--- src/fls_ram.sv ---
// fls_ram: generic RAM, one write port and one read port with registered read data.
// Depends on nothing.
module fls_ram #(
  parameter int unsigned Width = 32,
  parameter int unsigned Depth = 32
) (
  input  logic                     clk,
  input  logic                     wr_en,
  input  logic [$clog2(Depth)-1:0] wr_addr,
  input  logic [Width-1:0]         wr_data,
  input  logic [$clog2(Depth)-1:0] rd_addr,
  output logic [Width-1:0]         rd_data
);

  logic [Width-1:0] mem [Depth];
  logic [Width-1:0] rd_data_r;

  always_ff @(posedge clk) begin
    if (wr_en) begin
      mem[wr_addr] <= wr_data;
    end
    rd_data_r <= mem[rd_addr];
  end

  assign rd_data = rd_data_r;

endmodule
--- config.mk ---
export PLATFORM = sky130hd
export DESIGN_NAME = fls_ram
export DESIGN_NICKNAME = d
export VERILOG_FILES = /design/src/fls_ram.sv
export SDC_FILE = /design/constraint.sdc
export NUM_CORES = 1
export LEC_CHECK = 0
export BUFFER_PORTS_ARGS = -buffer_cell sky130_fd_sc_hd__buf_2
export CAP_MARGIN = 20
export CORE_ASPECT_RATIO = 1.75
export CORE_UTILIZATION = 40
export DETAILED_ROUTE_END_ITERATION = 10
export PLACE_DENSITY_LB_ADDON = 0.08
export SYNTH_ARGS = -nofsm -noshare
export SYNTH_HDL_FRONTEND = slang
export SYNTH_SLANG_ARGS = --single-unit
--- constraint.sdc ---
create_clock -name clk -period 2.5 [get_ports clk]
set_input_delay 0.125 -clock clk [delete_from_list [all_inputs] [get_ports clk]]
set_output_delay 0.125 -clock clk [all_outputs]
set_load 0.1 [all_outputs]
After elaboration in Yosys (flattened, before gate mapping):

Memories as Yosys holds them, arrays and structs flattened. A register that Yosys moved wholly into a read port is not among the register bits.
Index checks and enable logic that the tools add are counted.

* logic and storage cells: 3
* input bits: 44
* memories kept: 1
* memory bits (writable): 1024
* register bits after elaboration: 0

Memories
* mem: depth 32, width 32, read ports 1, clocked after memory_dff 1, write ports 1, line 15 `logic [Width-1:0] mem [Depth];`

* mux-type cells: 2

Operator list (count)
* $mux W1: 2

Longest topological paths before layout:

* depth in word-level cells: 2
* depth in mapped cells: 8
* depth with buffers taken out: 5

Worst setup path before layout:

OpenSTA, ideal clock, no wires.

* path type: input -> register
* from: in wr_addr[1]
* to: mem mem[12][0], enable pin
* required time: 2.079 ns
* slack: -0.059 ns
* library setup time: 0.421 ns
* path buffers: 1
* cell stages on the path: 3
* data arrival time: 2.138 ns
* cells stage by stage: or3b_2 clkbuf_1 nor2_1

RTL lines
* start, declared: line 9 `input logic [$clog2(Depth)-1:0] wr_addr,`
* end, declared: line 15

Straight into the memory's write port.

Final worst setup path:

* from: reg rd_data_r[1] (netlist: rd_data[1]), read port of mem
* to: out rd_data[1]

RTL lines
* start, declared: line 16 `logic [Width-1:0] rd_data_r;`
* end, declared: line 12 `output logic [Width-1:0] rd_data`

No word-level cell between the ends.

==> summary.txt <==
Cells and area
  • Number of cells in the finished layout apart from fillers: a little under 4000
  • Commonest non-fill, non-tap cells in the layout: sky130_fd_sc_hd__edfxtp_1 (1024), sky130_fd_sc_hd__mux2i_1 (512), sky130_fd_sc_hd__nand3_1 (98), sky130_fd_sc_hd__nand2_1 (97), sky130_fd_sc_hd__clkbuf_16 (97)
  • Layout cells sized above 1: between 10 and 15%
  • Net count, final: approximately 2500
  • Area of all placed cells without fillers: roughly 0.047 sq mm
  • Leading cell type in the layout, fill and taps excluded: sky130_fd_sc_hd__edfxtp_1
  • Final core utilization: roughly 47%
  • Area growth from synthesis to final layout: 15.7%

Timing
  • Post-route fraction of the period consumed by the critical path: between 70% and 80%
  • Final max-slew violation count: 0
  • Fmax: 548 MHz
  • Min Tclk post-route: ~1.8 ns
  • Number of failing setup endpoints in the final timing report: 0
  • Setup TNS: 0 ns
  • Total count of hold-check failures in the final report: 0
  • Final worst hold slack: approximately 0.15 ns
  • Unrepaired setup endpoints after global routing: no
  • Worst Max-Slew Pin Slew: roughly 0.64 ns
  • Worst slew margin: roughly 57%
  • Setup Skew: ~0.014 ns

Routing
  • Remaining number of nets flagged by the antenna check after routing: 0
  • Detailed-router iteration count before antenna repair: 4
  • Vias/cell: between 5 and 6
  • Routed length per instance: about 28 um
  • Drt drc: 0
  • Violation count after the first detailed-route iteration: 1412
  • Vias after detailed routing: ~21000
  • Routed wire length: 109000 um

Place
  • DP Area: 0.0435 sq mm
  • Routability-driven placement congestion ratio: between 0.7 and 0.8
  • Port Buf Inserts: 75
  • DPL Wire Length: roughly 63000 um
  • Placed Cells: between 3000 and 4000

Setup path
  • Startpoint class of the critical path: register
  • Crit path arrival time: roughly 1.7 ns
  • Cell at the slowest stage of the critical path: sky130_fd_sc_hd__dfxtp_1
  • Data required, critical path: roughly 2.4 ns
  • Critical path endpoint category: output pin
  • Cell family contributing the most delay on the critical path: flip-flops
  • Critical path fanouts, max: 1
  • Category of the most critical setup path: register to output pin
  • CP max stage delay: ~0.52 ns
  • List of cells traversed by the critical path: buf_2
  • Buf/Inv on CP: 1

Job
  • Max-Cap Viols: 0

Clock network
  • Number of sinks handled by clock tree synthesis: 1056
  • H-tree levels: 3
  • Clock buffers created by TritonCTS: 92
  • Clock Root Buffer: sky130_fd_sc_hd__clkbuf_16
  • Clock-pin transition on the worst setup and hold timing paths: 0.06 ns
  • Worst-Skew Late Latency: 0.67 ns
  • Number of setup buffers added after CTS: 0
  • Number of buffers on the longest clock path: 3
  • Clock tree from TritonCTS: yes

Synthesis
  • Netlist area before placement: between 0.04 and 0.05 sq mm
  • Sequential-to-total area share from yosys stat: just under 80%
  • Count of cell types in the netlist: 25
  • Yosys warning count: 0
  • #FFs+latches synth: between 1000 and 1500
  • Synthesized netlist net count: between 2000 and 2500
  • Post-Syn Instances: 2260
  • Avg Synthesized Cell Area: between 15 and 20 sq um

Floorplan
  • Effective utilization at floorplan: 40.3%
  • Ports placed on the boundary: between 70 and 80
  • Die Span Y: ~420 um
  • Horizontal die dimension: about 240 um
  • Area of the die: a little over 0.1 sq mm
  • Core Rows: around 150
  • Core outline area: between 0.1 and 0.15 sq mm

Power
  • Sw Share: approximately 22%
  • Register share of total power: a little over half
  • Static leakage power: between 15 and 20 nW
  • Combinational share of power: approximately 6.7%
  • Internal power contribution: 28.4 mW
  • Worst-case vdd ir drop: roughly 0.52 mV
  • Net switching power of the design: ~8.1 mW
  • Power per Cell Area: between 700 and 800 mW/mm^2
  • Clock power frac: 39.0%

GRT
  • Via count of the first global-routing pass: 21678
  • Total GRT Usage: about a fifth
  • Antenna violations before repair: 5
  • Largest net degree at the start of global routing: 52
  • First-pass GRT wire length: approximately 160000 um
  • Remaining Overflow, GRT: 0

Run status
  • Result of the run: finished clean

Worst hold path
  • Hold WC Path Type: input pin to register
## layout make-up
class	instances	area, sq um
Sequential cell	1056	31400
Antenna cell	1	2.50
Multi-Input combinational cell	1077	8610
Fill cell	8514	53600
Timing Repair Buffer	224	2170
Tap cell	1326	1660
Clock buffer	125	2610
Clock inverter	45	382
## sequential cells by signal (all words and copies together), names as in the netlist
| signal | count |
|---|---|
| mem | 1024 |
| rd_data | 32 |
## per-stage QoR
step	setup slack (ns)	total power [mW]
after floorplan	-0.0591	21.6
after detailed placement	0.302	22.6
after global placement	0.341	22.6
after global routing	0.632	37.6
after CTS	0.579	36.9
final	0.675	36.5
## power groups by stage
| stage | sequential, mW | clock (mW) | combinational (mW) |
|---|---|---|---|
| after CTS | 19.8 | 14.6 | 2.50 |
| after floorplan | 20.6 | 0 | 1.02 |
| after detailed placement | 20.2 | 0 | 2.45 |
| after global placement | 20.2 | 0 | 2.43 |
| final | 19.8 | 14.2 | 2.46 |
| after global routing | 19.8 | 15.2 | 2.61 |
## cell families after synthesis
family	after synthesis	synth area share, %
multiplexers	512	12.7
AO/OA/AOI/OAI	288	4.85
AND/OR/NAND/NOR	277	3.10
flip-flops	1056	77.5
buffers and inverters	127	1.86
## worst paths after layout
| kind | slack, ns | cells after the start | end | from |
|---|---|---|---|---|
| min reg2reg | 0.59 | 4 | rd_data[13]$_DFF_P_ | mem[10][13]$_DFFE_PP_ |
| min | 0.15 | 6 | rd_data[26]$_DFF_P_ | rd_addr[2] |
| max | 0.68 | 1 | rd_data[1] | rd_data[1]$_DFF_P_ |
| max reg2reg | 1.04 | 5 | rd_data[5]$_DFF_P_ | mem[3][5]$_DFFE_PP_ |
## metal layers
layer  global-route usage, %  up-vias  routed length (um)
met2                    38.9      381               58400
met3                    2.50      105                3370
li1                        -     9363                   -
met4                    5.69        4                2170
met1                    26.4    11056               44800
met5                       0        -                  16
## Yosys cell counts
| master | count | area share [%] |
|---|---|---|
| sky130_fd_sc_hd__clkbuf_1 | 46 | 0.43 |
| sky130_fd_sc_hd__buf_4 | 33 | 0.61 |
| sky130_fd_sc_hd__a22oi_1 | 96 | 1.8 |
| sky130_fd_sc_hd__buf_6 | 15 | 0.42 |
| sky130_fd_sc_hd__or3_1 | 1 | 0.015 |
| sky130_fd_sc_hd__mux2i_1 | 512 | 13 |
| sky130_fd_sc_hd__or3b_2 | 3 | 0.065 |
| sky130_fd_sc_hd__nor2b_1 | 1 | 0.015 |
| sky130_fd_sc_hd__nor3_1 | 32 | 0.40 |
| sky130_fd_sc_hd__a22o_1 | 64 | 1.4 |
| sky130_fd_sc_hd__edfxtp_1 | 1024 | 76 |
| sky130_fd_sc_hd__buf_2 | 26 | 0.32 |
| sky130_fd_sc_hd__and2_1 | 1 | 0.015 |
| sky130_fd_sc_hd__a21oi_1 | 96 | 1.2 |
| sky130_fd_sc_hd__nand3b_1 | 5 | 0.093 |
| sky130_fd_sc_hd__buf_1 | 5 | 0.046 |
| sky130_fd_sc_hd__nor2_1 | 34 | 0.32 |
| sky130_fd_sc_hd__and2b_1 | 1 | 0.019 |
| sky130_fd_sc_hd__or2_2 | 1 | 0.015 |
| sky130_fd_sc_hd__a31oi_1 | 32 | 0.49 |
| sky130_fd_sc_hd__nand2_1 | 98 | 0.91 |
| sky130_fd_sc_hd__dfxtp_1 | 32 | 1.6 |
| sky130_fd_sc_hd__nand2b_1 | 2 | 0.031 |
| sky130_fd_sc_hd__nand3_1 | 98 | 1.2 |
| sky130_fd_sc_hd__clkbuf_4 | 2 | 0.037 |
## what timing repair did
item,4_1_cts,5_1_grt
resized for setup,0,0
endpoints found under the hold margin,1009,0
hold buffers,32,0
No activity file was read; power rests on OpenSTA's default activity.
